<file path="config.mk">
export PLATFORM = sky130hd
export DESIGN_NAME = two_level_spill_fifo
export DESIGN_NICKNAME = d
export VERILOG_FILES = /design/src/tlsf_pkg.sv /design/src/tlsf_ram.sv /design/src/tlsf_dp.sv /design/src/tlsf_ctrl.sv /design/src/two_level_spill_fifo.sv
export SDC_FILE = /design/constraint.sdc
export NUM_CORES = 1
export LEC_CHECK = 0
export BUFFER_PORTS_ARGS = -buffer_cell sky130_fd_sc_hd__buf_2
export CAP_MARGIN = 20
export CORE_UTILIZATION = 30
export DETAILED_ROUTE_END_ITERATION = 10
export GPL_TIMING_DRIVEN = 0
export PLACE_DENSITY = 0.48
export SYNTH_ARGS = -nofsm -noshare
export SYNTH_HDL_FRONTEND = slang
export SYNTH_SLANG_ARGS = --single-unit
</file>
<file path="constraint.sdc">
create_clock -name clk -period 10 [get_ports clk]
set_clock_uncertainty 0.2 [all_clocks]
set_input_delay 1 -clock clk [delete_from_list [all_inputs] [get_ports clk]]
set_output_delay 1 -clock clk [all_outputs]
set_load 0.02 [all_outputs]
</file>
<file path="src/tlsf_pkg.sv">
`default_nettype none

package tlsf_pkg;

  localparam int FIRST_DEPTH_DEF  = 6;
  localparam int SECOND_DEPTH_DEF = 3;

  localparam int ACCT_W = 31;
  localparam int AMT_W  = 32;
  localparam int REC_W  = ACCT_W + 1 + AMT_W;

  localparam logic [2:0] OP_ENQ   = 3'd0;
  localparam logic [2:0] OP_POP1  = 3'd1;
  localparam logic [2:0] OP_POP2  = 3'd2;
  localparam logic [2:0] OP_LIST1 = 3'd3;
  localparam logic [2:0] OP_LIST2 = 3'd4;

  localparam logic [1:0] ST_OK     = 2'd0;
  localparam logic [1:0] ST_REJECT = 2'd1;
  localparam logic [1:0] ST_EMPTY  = 2'd2;

  typedef struct packed {
    logic load_rec;
    logic spill_move;
    logic enq_push;
    logic pop_first;
    logic pop_second;
    logic idx_clr;
    logic idx_inc;
    logic look_ahead;
    logic sel_second;
    logic emit_enq;
    logic emit_rec;
    logic emit_empty;
    logic last;
  } tlsf_cmd_t;

  typedef struct packed {
    logic first_full;
    logic second_full;
    logic spill_more;
    logic first_empty;
    logic second_empty;
    logic first_at_last;
    logic second_at_last;
  } tlsf_stat_t;

endpackage

`default_nettype wire

</file>
<file path="src/tlsf_ram.sv">
`default_nettype none

module tlsf_ram #(
  parameter int WIDTH = 64,
  parameter int DEPTH = 6
) (
  input  wire logic                                    clk,
  input  wire logic                                    we,
  input  wire logic [((DEPTH > 1) ? $clog2(DEPTH) : 1)-1:0] waddr,
  input  wire logic [WIDTH-1:0]                        wdata,
  input  wire logic [((DEPTH > 1) ? $clog2(DEPTH) : 1)-1:0] raddr,
  output logic      [WIDTH-1:0]                        rdata
);

  logic [WIDTH-1:0] mem [DEPTH];

  always_ff @(posedge clk) begin
    if (we) begin
      mem[waddr] <= wdata;
    end
    rdata <= mem[raddr];
  end

endmodule

`default_nettype wire

</file>
<file path="src/tlsf_dp.sv">
`default_nettype none

module tlsf_dp #(
  parameter int FIRST_DEPTH  = tlsf_pkg::FIRST_DEPTH_DEF,
  parameter int SECOND_DEPTH = tlsf_pkg::SECOND_DEPTH_DEF
) (
  input  wire logic                      clk,
  input  wire logic                      rst,
  input  wire tlsf_pkg::tlsf_cmd_t       cmd,
  output tlsf_pkg::tlsf_stat_t           stat,
  input  wire logic [30:0]               account,
  input  wire logic                      kind,
  input  wire logic [31:0]               amount_cents,
  output logic                           valid,
  output logic [1:0]                     status,
  output logic [30:0]                    rec_account,
  output logic                           rec_kind,
  output logic [31:0]                    rec_amount,
  output logic [1:0]                     moved_count,
  output logic                           last
);

  import tlsf_pkg::*;

  localparam int PW1 = (FIRST_DEPTH > 1) ? $clog2(FIRST_DEPTH) : 1;
  localparam int PW2 = (SECOND_DEPTH > 1) ? $clog2(SECOND_DEPTH) : 1;
  localparam int CW1 = $clog2(FIRST_DEPTH + 1);
  localparam int CW2 = $clog2(SECOND_DEPTH + 1);
  localparam int IW  = (CW1 > CW2) ? CW1 : CW2;

  logic [PW1-1:0]   first_head;
  logic [CW1-1:0]   first_count;
  logic [PW2-1:0]   second_head;
  logic [CW2-1:0]   second_count;
  logic [IW-1:0]    idx;
  logic [1:0]       moved;
  logic [REC_W-1:0] rec;

  logic [CW1:0]     ofs1, rsum1, tsum1;
  logic [CW2:0]     ofs2, rsum2, tsum2;
  logic [PW1-1:0]   raddr1, tail1, head1_inc;
  logic [PW2-1:0]   raddr2, tail2, head2_inc;
  logic [REC_W-1:0] rdata1, rdata2, rdata_sel;
  logic             we1;

  always_comb begin
    ofs1 = '0;
    ofs2 = '0;
    if (cmd.sel_second) begin
      ofs2 = (CW2 + 1)'(idx) + (CW2 + 1)'(cmd.look_ahead);
    end else begin
      ofs1 = (CW1 + 1)'(idx) + (CW1 + 1)'(cmd.look_ahead);
    end
    rsum1 = (CW1 + 1)'(first_head) + ofs1;
    rsum2 = (CW2 + 1)'(second_head) + ofs2;
    tsum1 = (CW1 + 1)'(first_head) + (CW1 + 1)'(first_count);
    tsum2 = (CW2 + 1)'(second_head) + (CW2 + 1)'(second_count);
    raddr1 = (rsum1 >= (CW1 + 1)'(FIRST_DEPTH)) ?
             PW1'(rsum1 - (CW1 + 1)'(FIRST_DEPTH)) : PW1'(rsum1);
    raddr2 = (rsum2 >= (CW2 + 1)'(SECOND_DEPTH)) ?
             PW2'(rsum2 - (CW2 + 1)'(SECOND_DEPTH)) : PW2'(rsum2);
    tail1  = (tsum1 >= (CW1 + 1)'(FIRST_DEPTH)) ?
             PW1'(tsum1 - (CW1 + 1)'(FIRST_DEPTH)) : PW1'(tsum1);
    tail2  = (tsum2 >= (CW2 + 1)'(SECOND_DEPTH)) ?
             PW2'(tsum2 - (CW2 + 1)'(SECOND_DEPTH)) : PW2'(tsum2);
    head1_inc = (first_head == PW1'(FIRST_DEPTH - 1)) ? '0 : first_head + 1'b1;
    head2_inc = (second_head == PW2'(SECOND_DEPTH - 1)) ? '0 : second_head + 1'b1;
  end

  always_comb begin
    stat.first_full     = (first_count == CW1'(FIRST_DEPTH));
    stat.second_full    = (second_count == CW2'(SECOND_DEPTH));
    stat.spill_more     = (second_count < CW2'(SECOND_DEPTH - 1)) && (first_count > CW1'(1));
    stat.first_empty    = (first_count == '0);
    stat.second_empty   = (second_count == '0);
    stat.first_at_last  = ((CW1 + 1)'(idx) + 1'b1) == (CW1 + 1)'(first_count);
    stat.second_at_last = ((CW2 + 1)'(idx) + 1'b1) == (CW2 + 1)'(second_count);
  end

  assign we1       = cmd.enq_push && !stat.first_full;
  assign rdata_sel = cmd.sel_second ? rdata2 : rdata1;

  tlsf_ram #(
    .WIDTH (REC_W),
    .DEPTH (FIRST_DEPTH)
  ) u_first_ram (
    .clk   (clk),
    .we    (we1),
    .waddr (tail1),
    .wdata (rec),
    .raddr (raddr1),
    .rdata (rdata1)
  );

  tlsf_ram #(
    .WIDTH (REC_W),
    .DEPTH (SECOND_DEPTH)
  ) u_second_ram (
    .clk   (clk),
    .we    (cmd.spill_move),
    .waddr (tail2),
    .wdata (rdata1),
    .raddr (raddr2),
    .rdata (rdata2)
  );

  always_ff @(posedge clk) begin
    if (rst) begin
      first_head   <= '0;
      first_count  <= '0;
      second_head  <= '0;
      second_count <= '0;
      idx          <= '0;
      moved        <= '0;
      valid        <= 1'b0;
    end else begin
      if (cmd.spill_move) begin
        first_head   <= head1_inc;
        first_count  <= first_count - 1'b1;
        second_count <= second_count + 1'b1;
      end
      if (we1) begin
        first_count <= first_count + 1'b1;
      end
      if (cmd.pop_first) begin
        first_head  <= head1_inc;
        first_count <= first_count - 1'b1;
      end
      if (cmd.pop_second) begin
        second_head  <= head2_inc;
        second_count <= second_count - 1'b1;
      end
      if (cmd.idx_clr) begin
        idx <= '0;
      end else if (cmd.idx_inc) begin
        idx <= idx + 1'b1;
      end
      if (cmd.load_rec) begin
        moved <= '0;
      end else if (cmd.spill_move) begin
        moved <= moved + 1'b1;
      end
      valid <= cmd.emit_enq || cmd.emit_rec || cmd.emit_empty;
    end
  end

  always_ff @(posedge clk) begin
    if (cmd.load_rec) begin
      rec <= {account, kind, amount_cents};
    end
    if (cmd.emit_enq) begin
      status      <= stat.first_full ? ST_REJECT : ST_OK;
      rec_account <= '0;
      rec_kind    <= 1'b0;
      rec_amount  <= '0;
      moved_count <= moved;
      last        <= 1'b1;
    end else if (cmd.emit_rec) begin
      status      <= ST_OK;
      rec_account <= rdata_sel[REC_W-1 -: ACCT_W];
      rec_kind    <= rdata_sel[AMT_W];
      rec_amount  <= rdata_sel[AMT_W-1:0];
      moved_count <= '0;
      last        <= cmd.last;
    end else if (cmd.emit_empty) begin
      status      <= ST_EMPTY;
      rec_account <= '0;
      rec_kind    <= 1'b0;
      rec_amount  <= '0;
      moved_count <= '0;
      last        <= 1'b1;
    end
  end

endmodule

`default_nettype wire

</file>
<file path="src/tlsf_ctrl.sv">
`default_nettype none

module tlsf_ctrl (
  input  wire logic                 clk,
  input  wire logic                 rst,
  input  wire logic                 start,
  input  wire logic [2:0]           opcode,
  input  wire tlsf_pkg::tlsf_stat_t stat,
  output logic                      busy,
  output tlsf_pkg::tlsf_cmd_t       cmd
);

  import tlsf_pkg::*;

  localparam logic [2:0] S_IDLE     = 3'd0;
  localparam logic [2:0] S_SPILL_RD = 3'd1;
  localparam logic [2:0] S_SPILL_WR = 3'd2;
  localparam logic [2:0] S_ENQ      = 3'd3;
  localparam logic [2:0] S_EMIT     = 3'd4;

  logic [2:0] state, state_next;
  logic [2:0] op;
  logic       sel;
  logic       accept;
  logic       is_pop;
  logic       sel_empty;
  logic       at_last;

  assign busy      = (state != S_IDLE);
  assign accept    = start && !busy;
  assign is_pop    = (op == OP_POP1) || (op == OP_POP2);
  assign sel_empty = sel ? stat.second_empty : stat.first_empty;
  assign at_last   = sel ? stat.second_at_last : stat.first_at_last;

  always_ff @(posedge clk) begin
    if (rst) begin
      state <= S_IDLE;
      op    <= OP_ENQ;
      sel   <= 1'b0;
    end else begin
      state <= state_next;
      if (accept) begin
        op  <= opcode;
        sel <= (opcode == OP_POP2) || (opcode == OP_LIST2);
      end
    end
  end

  always_comb begin
    state_next = state;
    cmd        = '0;
    case (state)
      S_IDLE: begin
        if (start) begin
          cmd.load_rec = 1'b1;
          case (opcode)
            OP_ENQ: begin
              state_next = (stat.first_full && !stat.second_full) ? S_SPILL_RD : S_ENQ;
            end
            OP_POP1, OP_POP2, OP_LIST1, OP_LIST2: begin
              state_next = S_EMIT;
            end
            default: begin
              state_next = S_IDLE;
            end
          endcase
        end
      end
      S_SPILL_RD: begin
        state_next = S_SPILL_WR;
      end
      S_SPILL_WR: begin
        cmd.spill_move = 1'b1;
        state_next     = stat.spill_more ? S_SPILL_RD : S_ENQ;
      end
      S_ENQ: begin
        cmd.enq_push = 1'b1;
        cmd.emit_enq = 1'b1;
        state_next   = S_IDLE;
      end
      S_EMIT: begin
        cmd.sel_second = sel;
        cmd.look_ahead = 1'b1;
        if (sel_empty) begin
          cmd.emit_empty = 1'b1;
          cmd.idx_clr    = 1'b1;
          state_next     = S_IDLE;
        end else begin
          cmd.emit_rec = 1'b1;
          cmd.last     = is_pop || at_last;
          if (is_pop) begin
            cmd.pop_first  = !sel;
            cmd.pop_second = sel;
            cmd.idx_clr    = 1'b1;
            state_next     = S_IDLE;
          end else if (at_last) begin
            cmd.idx_clr = 1'b1;
            state_next  = S_IDLE;
          end else begin
            cmd.idx_inc = 1'b1;
          end
        end
      end
      default: begin
        state_next = S_IDLE;
      end
    endcase
  end

endmodule

`default_nettype wire

</file>
<file path="src/two_level_spill_fifo.sv">
// two-level spill fifo: two circular queues of transaction records
// (account, kind, amount in cents); a full first queue spills its oldest
// records into the second queue on enqueue
// command channel: a command is taken at a clock edge with start high and
// busy low; opcode selects enqueue, pop first, pop second, list first or
// list second; codes 5 to 7 are taken and ignored
// result channel: each result sits on the result ports for one cycle with
// valid high; last marks the final result of a command
// result path: each result is registered from the controller state that
// makes it, S_ENQ for enqueue and S_EMIT for pop and list; enqueue first
// passes through S_SPILL_RD and S_SPILL_WR once for each record spilled;
// a list of n records walks the stored records and gives n results on
// back to back cycles, one ram read per cycle
// busy drops in the cycle the final result is shown, so the next command
// can be taken at the edge that ends it
// reset: both queues empty, no result pending; store contents are not cleared
// the receiver cannot stall: results are never held back
`default_nettype none

module two_level_spill_fifo #(
  parameter int FIRST_DEPTH  = tlsf_pkg::FIRST_DEPTH_DEF,
  parameter int SECOND_DEPTH = tlsf_pkg::SECOND_DEPTH_DEF
) (
  input  wire logic        clk,
  input  wire logic        rst,
  input  wire logic        start,
  output logic             busy,
  input  wire logic [2:0]  opcode,
  input  wire logic [30:0] account,
  input  wire logic        kind,
  input  wire logic [31:0] amount_cents,
  output logic             valid,
  output logic [1:0]       status,
  output logic [30:0]      rec_account,
  output logic             rec_kind,
  output logic [31:0]      rec_amount,
  output logic [1:0]       moved_count,
  output logic             last
);

  import tlsf_pkg::*;

  tlsf_cmd_t  cmd;
  tlsf_stat_t stat;

  tlsf_ctrl u_ctrl (
    .clk    (clk),
    .rst    (rst),
    .start  (start),
    .opcode (opcode),
    .stat   (stat),
    .busy   (busy),
    .cmd    (cmd)
  );

  tlsf_dp #(
    .FIRST_DEPTH  (FIRST_DEPTH),
    .SECOND_DEPTH (SECOND_DEPTH)
  ) u_dp (
    .clk          (clk),
    .rst          (rst),
    .cmd          (cmd),
    .stat         (stat),
    .account      (account),
    .kind         (kind),
    .amount_cents (amount_cents),
    .valid        (valid),
    .status       (status),
    .rec_account  (rec_account),
    .rec_kind     (rec_kind),
    .rec_amount   (rec_amount),
    .moved_count  (moved_count),
    .last         (last)
  );

endmodule

`default_nettype wire

</file>
Word-level counts from Yosys, hierarchy flattened --
Memory sizes are Yosys's and may differ from the RTL's. A register that Yosys moved wholly into a read port is not among the register bits. Index checks and enable logic that the tools add are counted.
Word-level totals: bits in registers 156, latch bits 0, bits in writable memories 576, bits in read-only memories 0, input port bits 70, output and inout bits 71, logic and storage cells 151, memories kept 2
Memory list:
- u_dp.u_first_ram.mem | depth 6, width 64, read ports 1, clocked after Yosys merged registers in 1, write ports 1, line tlsf_ram.sv:15 | logic [WIDTH-1:0] mem [DEPTH];
- u_dp.u_second_ram.mem | depth 3, width 64, read ports 1, clocked after Yosys merged registers in 1, write ports 1, line tlsf_ram.sv:15
Operators by class: $add $sub $neg 19, $mul 0, divide/modulo/power cells 0, order comparisons 6, equality and inequality tests 18, shift operators 0, muxes and demuxes 62, bitwise operators 0, reductions and logical operators 27
Operators with widths (number):
- $mux W32 | 2
- $mux W64 | 1
- $mux W31 | 2
- $mux W3 | 14
- $mux W2 | 15
- $mux W1 | 24
- $eq A3 B2 Y1 const B | 5
- $eq A3 B3 Y1 const B | 4
- $pmux W3 S4 | 1
- $add A3 B1 Y3 const B | 3
- $eq A3 B1 Y1 const B | 3
- $logic_not A3 Y1 | 3
- $reduce_bool A3 Y1 | 3
- $ge A4 B3 Y1 const B | 2
- $add A2 B1 Y2 const B | 3
- $ge A3 B2 Y1 const B | 2
- $mux W6 | 1
- $pmux W3 S2 | 1
- $reduce_bool A2 Y1 | 3
- $sub A3 B3 Y3 const B | 2
- $logic_or A1 B1 Y1 | 5
- $add A3 B1 Y4 | 1
- $add A3 B1 Y4 const B | 1
- $add A3 B3 Y4 | 1
- other kinds (21) | 30

Longest topological paths before layout --
Gate-level depths: netlist of the first run.
depth after elaboration 12, mapped depth 17, gate-level depth less buffers 13

Cells and area by module --
A second synthesis of the first run with hierarchy kept.
Unflattened totals: cell total of the unflattened synthesis 1866, area, all modules 31096.1 µm²
Modules (own cells, without submodules):
- tlsf_ram at u_dp.u_first_ram | times used 1, cells each 822, area an instance 16131.7 µm², sequential area each 12812.3 µm²
- tlsf_ram at u_dp.u_second_ram | times used 1, cells each 472, area an instance 8436.8 µm², sequential area each 7046.8 µm²
- tlsf_dp | times used 1, cells each 517, area an instance 6050.8 µm², sequential area each 3663.5 µm²
- tlsf_ctrl | times used 1, cells each 55, area an instance 476.7 µm², sequential area each 140.1 µm²

Least setup slack after synthesis of the first run --
No wires, ideal clock.
path type register to register, from register u_dp.first_count[0], to memory u_dp.u_first_ram.mem[2][0], enable pin, setup time 0.565 ns, arrival 6.050 ns, required time 9.235 ns, setup slack 3.186 ns, stages on the path, launching flop included 6, buffers on the path 0, period minus slack after synthesis 6.814 ns, cells stage by stage dfxtp_1 ha_1 fa_1 xnor2_1 or3b_2 nor3_1
Between the ends: longest elaborated chain between the ends 5, elaborated cells between the ends (all ways) 9, those cells by class 2 x add/sub; 1 x order compare; 1 x eq/ne; 3 x mux; 2 x reduce/logical
Ends and longest elaborated chain:
- from (decl) | line tlsf_dp.sv:32 | logic [CW1-1:0] first_count;
- from (signal assigned) | line tlsf_dp.sv:119 | first_count <= first_count - 1'b1;
- from (signal assigned) | line tlsf_dp.sv:123 | first_count <= first_count + 1'b1;
- from (signal assigned) | line tlsf_dp.sv:127 | first_count <= first_count - 1'b1;
- parallel branches: the longest is 5 deep, another holds $add A3 B3 Y4
- to (decl) | line tlsf_ram.sv:15
Parallel ways; which one is timed is not known.

Worst setup path after layout of the first run --
from register u_ctrl.state[2], to register u_dp.u_first_ram.rdata[9], read port of u_dp.u_first_ram.mem
Between the ends: longest elaborated chain between the ends 7, elaborated cells between the ends (all ways) 8, those cells by class 3 x add/sub; 1 x order compare; 1 x eq/ne; 3 x mux
Ends and longest elaborated chain:
- from (decl) | line tlsf_ctrl.sv:21 | logic [2:0] state, state_next;
- from (signal assigned) | line tlsf_ctrl.sv:41 | state <= state_next;
- $eq A3 B3 Y1 * | line tlsf_ctrl.sv:52 | case (state)
- $mux W6 * | line tlsf_ctrl.sv:52
- $add A3 B1 Y4 | line tlsf_dp.sv:52 | ofs1 = (CW1 + 1)'(idx) + (CW1 + 1)'(cmd.look_ahead);
- $mux W4 * | line tlsf_dp.sv:49 | if (cmd.sel_second) begin
- $add A3 B4 Y4 * | line tlsf_dp.sv:54 | rsum1 = (CW1 + 1)'(first_head) + ofs1;
- $ge A4 B3 Y1 or $sub A3 B3 Y3 (tied branches) | line tlsf_dp.sv:58, tlsf_dp.sv:59
- $mux W3 * | line tlsf_dp.sv:58 | raddr1 = (rsum1 >= (CW1 + 1)'(FIRST_DEPTH)) ?
- to (decl) | line tlsf_ram.sv:12 | output logic [WIDTH-1:0] rdata
Mark *: on every way between the ends. The rest lies on a longest branch, timed or not. A chain may end at the register's enable or synchronous reset.

==> flow_summary.ini, run 1 <==
[global_routing]
antenna_found_initial = 9
overflow = 0
grt_pass1_wl_um = 122700
grt_pass1_vias = 18941
grt_usage_pct = 14.21
grt_max_degree = 39

[route]
ant_nets = 0
via_per_inst = 4.571
vias = 17970
first_iter_violations = 957
wl_um = 84000
dr.pass1.iters = 5
drc = 0
avgRoutedWirePerCell_um = 21.37

[place]
place.port_buffers = 140
dpl_cell_area_um2 = 38050
dp_slack_ns = 4.618
hpwl_um = 57660
gp_congestion = 0.7425

[hold_path]
worstHoldPathType = flop to flop

[synth]
yosys.area_share.simple_pct = 2.315
synth_top_family_by_area = multiplexers
syn_avg_cell_area_um2 = 16.76
yosys_register_bits = 860
synth_fa_ha_area_share_pct = 0.8811
synth_area_leaders = edfxtp_1, dfxtp_1, mux2_2
synth_enable_flop_cells = 644
synth_compound_area_share_pct = 1.704
ys.warnings.count = 0
yosysTopAreaCell = edfxtp_1
synth.mux.area_fraction_pct = 24.16
synthesis.nets = 2159
ys_seq_area_share_pct = 68.29
synth.cell_area_um2 = 34650
synthXorXnorAreaFrac_pct = 0.4550
ys_types = 54
synth_cells = 2067
async_reset_ff_share_pct = 0
yosys.area.top_type_share_pct = 55.81
synthFlopType = edfxtp_1

[cells_and_area]
syn_to_final_growth_pct = 18.42
regArea_um2 = 23660
final_common_cell = edfxtp_1
fill_cells = 10637
multi_input_area_um2 = 10290
fin_util_pct = 35.89
drive_gt1_share_pct = 32.42
design_area_um2 = 41030
nNetsFinal = 2434
final_cell_mix = edfxtp_1, mux2_2, mux2i_1

[die]
die_h_um = 341.9
core_um2 = 114300
die_w_um = 341.9
rows = 124
initial_utilization_pct = 30.30
io_pins = 141
die_area_um2 = 116900

[timing]
post-route-period-util_pct = 50.68
hold_viol_final = 0
slew_headroom_pct = 30.61
clock.fmax_ghz = 0.1973
setup_tns_ns = 0
finalSetupViolations = 0
worst_slew_pin_slew_ns = 1.039
layout_setup_ws_ns = 4.932
report.final.slew_viol_count = 0
period_needed_ns = 5.068
rsz0062_at_grt = false

[clock_network]
cts_setup_buffers = 0
clk_path_buf_depth = 3
cts_sinks = 860
ctsHoldBuffers = 0
cts_max_level = 3
cts_root_buf = clkbuf_16
clk_pin_slew_ns = 0.06
clock_latency_ns = 0.64
cts-buffers-inserted = 87
cts_resized = 0
cts_tree = built

[worst_setup_path]
cpMostUsedCell = clkbuf_1
end_kind = flop
critPathSlowestCell = clkbuf_1
worst_ep_required_time_ns = 10.27
cp.arrival_ns = 5.34
crit_fanout = 10
cp_slowest_stage_delay_ns = 0.73
cp_cell_sequence = buf_2 > or3b_1 > clkbuf_1 > inv_1 > ha_1 > and2_1 > ha_1 > clkbuf_1 > clkbuf_1 > mux2_2 > mux2_2 > mux4_2
crit_path_start_kind = flop
cp_top_family = buffers and inverters
cp.buffers_inverters = 5
critical_path_class = flop to flop

[pwr]
p_per_area_nw_per_um2 = 202.8
leakage_nw = 14.75
vdd_drop_max_mv = 0.1157

[job]
max_cap_viol_count = 0

[status]
outcome = completed
through the flow:
step / hold slack [ns] / power [mW] / instances
2_1_floorplan: 0.2422 / 4.698 / 2067
4_1_cts: 0.2504 / 8.447 / 3926
6_report: 0.2464 / 8.320 / 3931
5_1_grt: 0.2832 / 8.639 / 3928
3_5_place_dp: 0.2380 / 5.044 / 3764
3_3_place_gp: 0.2300 / 5.013 / 3719
final timing paths:
| kind | from | endpoint | slack [ns] | cells after the start |
|---|---|---|---|---|
| max | u_ctrl.state[2]$_SDFFE_PP0P_ | u_dp.u_first_ram.rdata[9]$_DFF_P_ | 4.93 | 12 |
| min | u_dp.rec_amount[9]$_SDFFE_PP0P_ | u_dp.rec_amount[9]$_SDFFE_PP0P_ | 0.25 | 2 |
| min reg2reg | u_dp.rec_amount[9]$_SDFFE_PP0P_ | u_dp.rec_amount[9]$_SDFFE_PP0P_ | 0.25 | 2 |
| max reg2reg | u_ctrl.state[2]$_SDFFE_PP0P_ | u_dp.u_first_ram.rdata[9]$_DFF_P_ | 4.93 | 12 |
sequential cells by signal, summed over array words and instances, names as in the netlist, 3 cells and up:
name	flops
u_dp.rec_amount	32
u_dp.rec_account	31
u_dp.u_second_ram.mem	192
u_dp.u_second_ram.rdata	64
u_dp.first_count	3
u_dp.u_first_ram.rdata	64
u_dp.first_head	3
u_dp.rec	64
u_ctrl.state	3
u_dp.u_first_ram.mem	384
u_ctrl.op	3
u_dp.idx	3
layer usage:
layer / global-route usage (%) / part of all wire [%]
met5: 0 / 0.020
met4: 4.223 / 2.4
met3: 2.064 / 3.3
met1: 18.46 / 45
met2: 24.44 / 49
final cells by class:
class / instances / share of cell area, %
Multi-Input combinational cell: 1020 / 25.09
Inverter: 78 / 0.7135
Timing Repair Buffer: 186 / 3.531
Clock buffer: 117 / 5.799
Antenna cell: 4 / 0.02439
Tap cell: 1512 / 4.610
Sequential cell: 860 / 57.67
Clock inverter: 45 / 1.424
Buffer: 109 / 1.143
Yosys cell counts (24+ instances only):
master / instances
inv_1: 78
o21ai_0: 70
mux2_1: 29
clkbuf_1: 74
mux2i_1: 267
dfxtp_1: 216
mux2_2: 351
buf_2: 24
nand2_1: 83
mux4_2: 63
nor2_1: 28
edfxtp_1: 644
where the power goes:
| part | switching [mW] | total, mW | internal, mW |
|---|---|---|---|
| registers | 0.144 | 4.18 | 4.04 |
| logic | 0.435 | 0.767 | 0.332 |
| clock network | 1.36 | 3.37 | 2.01 |
| total | 1.94 | 8.32 | 6.38 |
worst min-delay path, cell delays in order, from the launching register on:
cell,delay (ns)
dfxtp_1,0.32
nand2_1,0.04
o21ai_0,0.05
logic make-up (layout without fill, tap and decap cells):
kind of cell / Yosys count / after routing
DFF: 860 / 860
muxes: 710 / 710
buffers and inverters: 187 / 535
and+or+nand+nor: 167 / 167
AOI/OAI and AO/OA: 103 / 103
adders and majority gates: 22 / 22
xor gates and xnor gates: 18 / 18
other: 0 / 4
No activity file was read; power rests on OpenSTA's default activity.
==> inputs of run 2 (changes only) <==
--- a/config.mk
+++ b/config.mk
@@ -5,6 +5,7 @@
 export SDC_FILE = /design/constraint.sdc
 export NUM_CORES = 1
 export LEC_CHECK = 0
+export ABC_AREA = 1
 export BUFFER_PORTS_ARGS = -buffer_cell sky130_fd_sc_hd__buf_2
 export CAP_MARGIN = 20
 export CORE_UTILIZATION = 30
==> constraint.sdc (replaced) <==
create_clock -name clk -period 4.8 [get_ports clk]
set_clock_uncertainty 0.2 [all_clocks]
set_input_delay 0.48 -clock clk [delete_from_list [all_inputs] [get_ports clk]]
set_output_delay 0.48 -clock clk [all_outputs]
set_load 0.02 [all_outputs]
==> flow_summary.ini, run 2 <==
[pwr]
vdd_drop_max_mv = 0.2225
leakage_nw = 15.03
p_per_area_nw_per_um2 = 434.8
total_power_mw = 16.91

[route]
first_iter_violations = 1215
vias = 19298
ant_nets = 0
wl_um = 79760
avgRoutedWirePerCell_um = 18.10
drc = 0
dr.pass1.iters = 5
via_per_inst = 4.380

[cells_and_area]
drive_gt1_share_pct = 13.57
regArea_um2 = 23660
final_common_cell = nand2_1
syn_to_final_growth_pct = 20.58
largest_reg_flops = 384
fin_cells = 4406
nNetsFinal = 3034
fill_cells = 10210
multi_input_area_um2 = 7284
fin_util_pct = 36.74
antennaDiodeCount = 0
top_register = u_dp.u_first_ram.mem
reg_top3 = u_dp.u_first_ram.mem x384, u_dp.u_second_ram.mem x192
final_cell_mix = nand2_1, edfxtp_1, nand3_1

[timing]
hold_viol_final = 0
clock.fmax_ghz = 0.2456
period_needed_ns = 4.071
slew_headroom_pct = 35.28
rsz0062_at_grt = false
finalSetupViolations = 0
report.final.slew_viol_count = 0
post-route-period-util_pct = 84.81
worst_slew_pin_slew_ns = 0.9708
hold_ws_ns = 0.1116

[worst_setup_path]
crit_fanout = 10
r2r-end = u_dp.u_first_ram.rdata[18]$_DFF_P_
cp_top_family = simple AND/OR/NAND/NOR gates
cp.arrival_ns = 4.34
cp.buffers_inverters = 4
crit_path_start_kind = flop
path_depth = 19
worstReg2RegStart = u_ctrl.state[0]$_SDFFE_PP0P_
cp_slowest_stage_delay_ns = 0.57
critical_path_class = flop to flop
worst_ep_required_time_ns = 5.06
reg2reg_setup_slack_ns = 0.73
cpMostUsedCell = nand2_1
critPathSlowestCell = nand2_1
cp-startpoint = u_ctrl.state[0]$_SDFFE_PP0P_
reg2reg_depth = 19
worstSetupEndpoint = u_dp.u_first_ram.rdata[18]$_DFF_P_
cp_cell_sequence = nor2_2 > nand2_1 > inv_1 > ha_1 > ha_1 > nand2_1 > inv_1 > ha_1 > nand2_1 > nand2_1 > a21oi_1 > inv_1 > nand2_1 > nand3_1 > nand2_1 > buf_2 > nand2_1 > nand3_1 > nand2_1
end_kind = flop

[global_routing]
grt_usage_pct = 14.66
grt_max_degree = 32
overflow = 0
grt_pass1_vias = 18815
antenna_found_initial = 2
grt_pass1_wl_um = 118700

[synth]
synthesis.nets = 2711
yosys.area_share.simple_pct = 14.60
synth_cells = 2619
ys.warnings.count = 0
synthFlopType = edfxtp_1
synth_top_family_by_area = simple AND/OR/NAND/NOR gates
synth_area_leaders = edfxtp_1, dfxtp_1, nand2_1
async_reset_ff_share_pct = 0
yosys-top-cells-count = nand2_1, edfxtp_1, nand3_1
synthXorXnorAreaFrac_pct = 0.1629
yosysTopAreaCell = edfxtp_1
synth_fa_ha_area_share_pct = 0.9466
syn_avg_cell_area_um2 = 12.31
ys_seq_area_share_pct = 73.37
synth_compound_area_share_pct = 2.657
yosys.area.top_type_share_pct = 59.96
synth_enable_flop_cells = 644
synth.cell_area_um2 = 32250
yosys_register_bits = 860
synth.mux.area_fraction_pct = 3.973
ys_types = 34
synth_most_common_cell = nand2_1

[clock_network]
cts_tree = built
cts_root_buf = clkbuf_16
cts_sinks = 860
cts-buffers-inserted = 88
clk_pin_slew_ns = 0.06
cts_resized = 0
clk_path_buf_depth = 3
clock_latency_ns = 0.65
cts_max_level = 3
cts_setup_buffers = 0
ctsHoldBuffers = 68

[place]
place.port_buffers = 140
gp_congestion = 0.7837
dp.cells = 4175
hpwl_um = 53300

[hold_path]
worstHoldStart = rst
worstHoldPathType = input port to flop

[die]
die_area_um2 = 108800
io_pins = 141
die_h_um = 329.9
rows = 119
initial_utilization_pct = 30.47
die_w_um = 329.9
core_um2 = 105900

[status]
outcome = completed

[job]
max_cap_viol_count = 0
[run 2: cell count changes after synthesis, moves of 11 or more]
cell      change
nand2_1     +574
mux2_2      -351
nand3_1     +329
mux2i_1     -139
inv_1       +102
nor2_1       +76
mux4_2       -63
o21ai_1      +60
buf_2        +41
clkbuf_1     -32
mux2_1       -29
xnor2_1      -11
[run 2: metal layers]
metal	track usage, %	part of all wire (%)	vias to the layer above
met5	0	0	-
li1	-	-	9642
met4	4.106	1.9	0
met3	2.516	4.3	93
met1	19.77	47	9221
met2	24.19	47	342
[run 2: worst min-delay path: stages]
cell and delay, ns:
buf_2 0.09, inv_1 0.17, nand2_1 0.13, nor2_1 0.03
[run 2: power breakdown]
group | switching (mW) | internal, mW
clock | 2.85 | 4.05
combinational | 0.888 | 0.478
sequential | 0.281 | 8.36
total | 4.02 | 12.9
[run 2: how the worst min path moves through the flow]
stage | end | slack [ns] | depth (start not counted)
floorplan | u_ctrl.op[2]$_SDFFE_PP0P_ | 0.23 | 2
global placement | u_dp.rec_amount[19]$_SDFFE_PP0P_ | 0.24 | 2
detailed placement | u_dp.rec_amount[21]$_SDFFE_PP0P_ | 0.24 | 2
CTS | u_dp.first_head[1]$_SDFFE_PP0P_ | 0.08 | 4
global route | u_ctrl.sel$_SDFFE_PP0P_ | 0.15 | 4
finish | u_dp.first_head[1]$_SDFFE_PP0P_ | 0.11 | 4
[run 2: layout make-up]
class / instances / share of cell area [%]
Tap cell: 1391 / 4.475
Buffer: 129 / 1.773
Clock inverter: 43 / 1.155
Sequential cell: 860 / 60.84
Timing Repair Buffer: 233 / 4.871
Inverter: 185 / 1.786
Multi-Input combinational cell: 1445 / 18.73
Clock buffer: 120 / 6.367
[run 2: cells by family (layout without fill, tap and decap cells)]
| group | Yosys count | in the layout |
|---|---|---|
| and+or+nand+nor | 1122 | 1122 |
| adders and majority gates | 22 | 22 |
| muxes | 128 | 128 |
| xor gates and xnor gates | 6 | 6 |
| DFF | 860 | 860 |
| buffers and inverters | 314 | 710 |
| AOI/OAI and AO/OA | 167 | 167 |
[run 2: per-stage QoR]
| step | setup TNS (ns) | cell area [um2] | worst slack, ns |
|---|---|---|---|
| after global placement | -1207.48 | 34710 | -3.164 |
| after CTS | 0 | 38890 | 0.6582 |
| after detailed placement | 0 | 35290 | 0.6616 |
| final | 0 | 38890 | 0.7290 |
| after global routing | 0 | 38890 | 0.3789 |
| after floorplan | -26.40 | 32270 | -0.1501 |
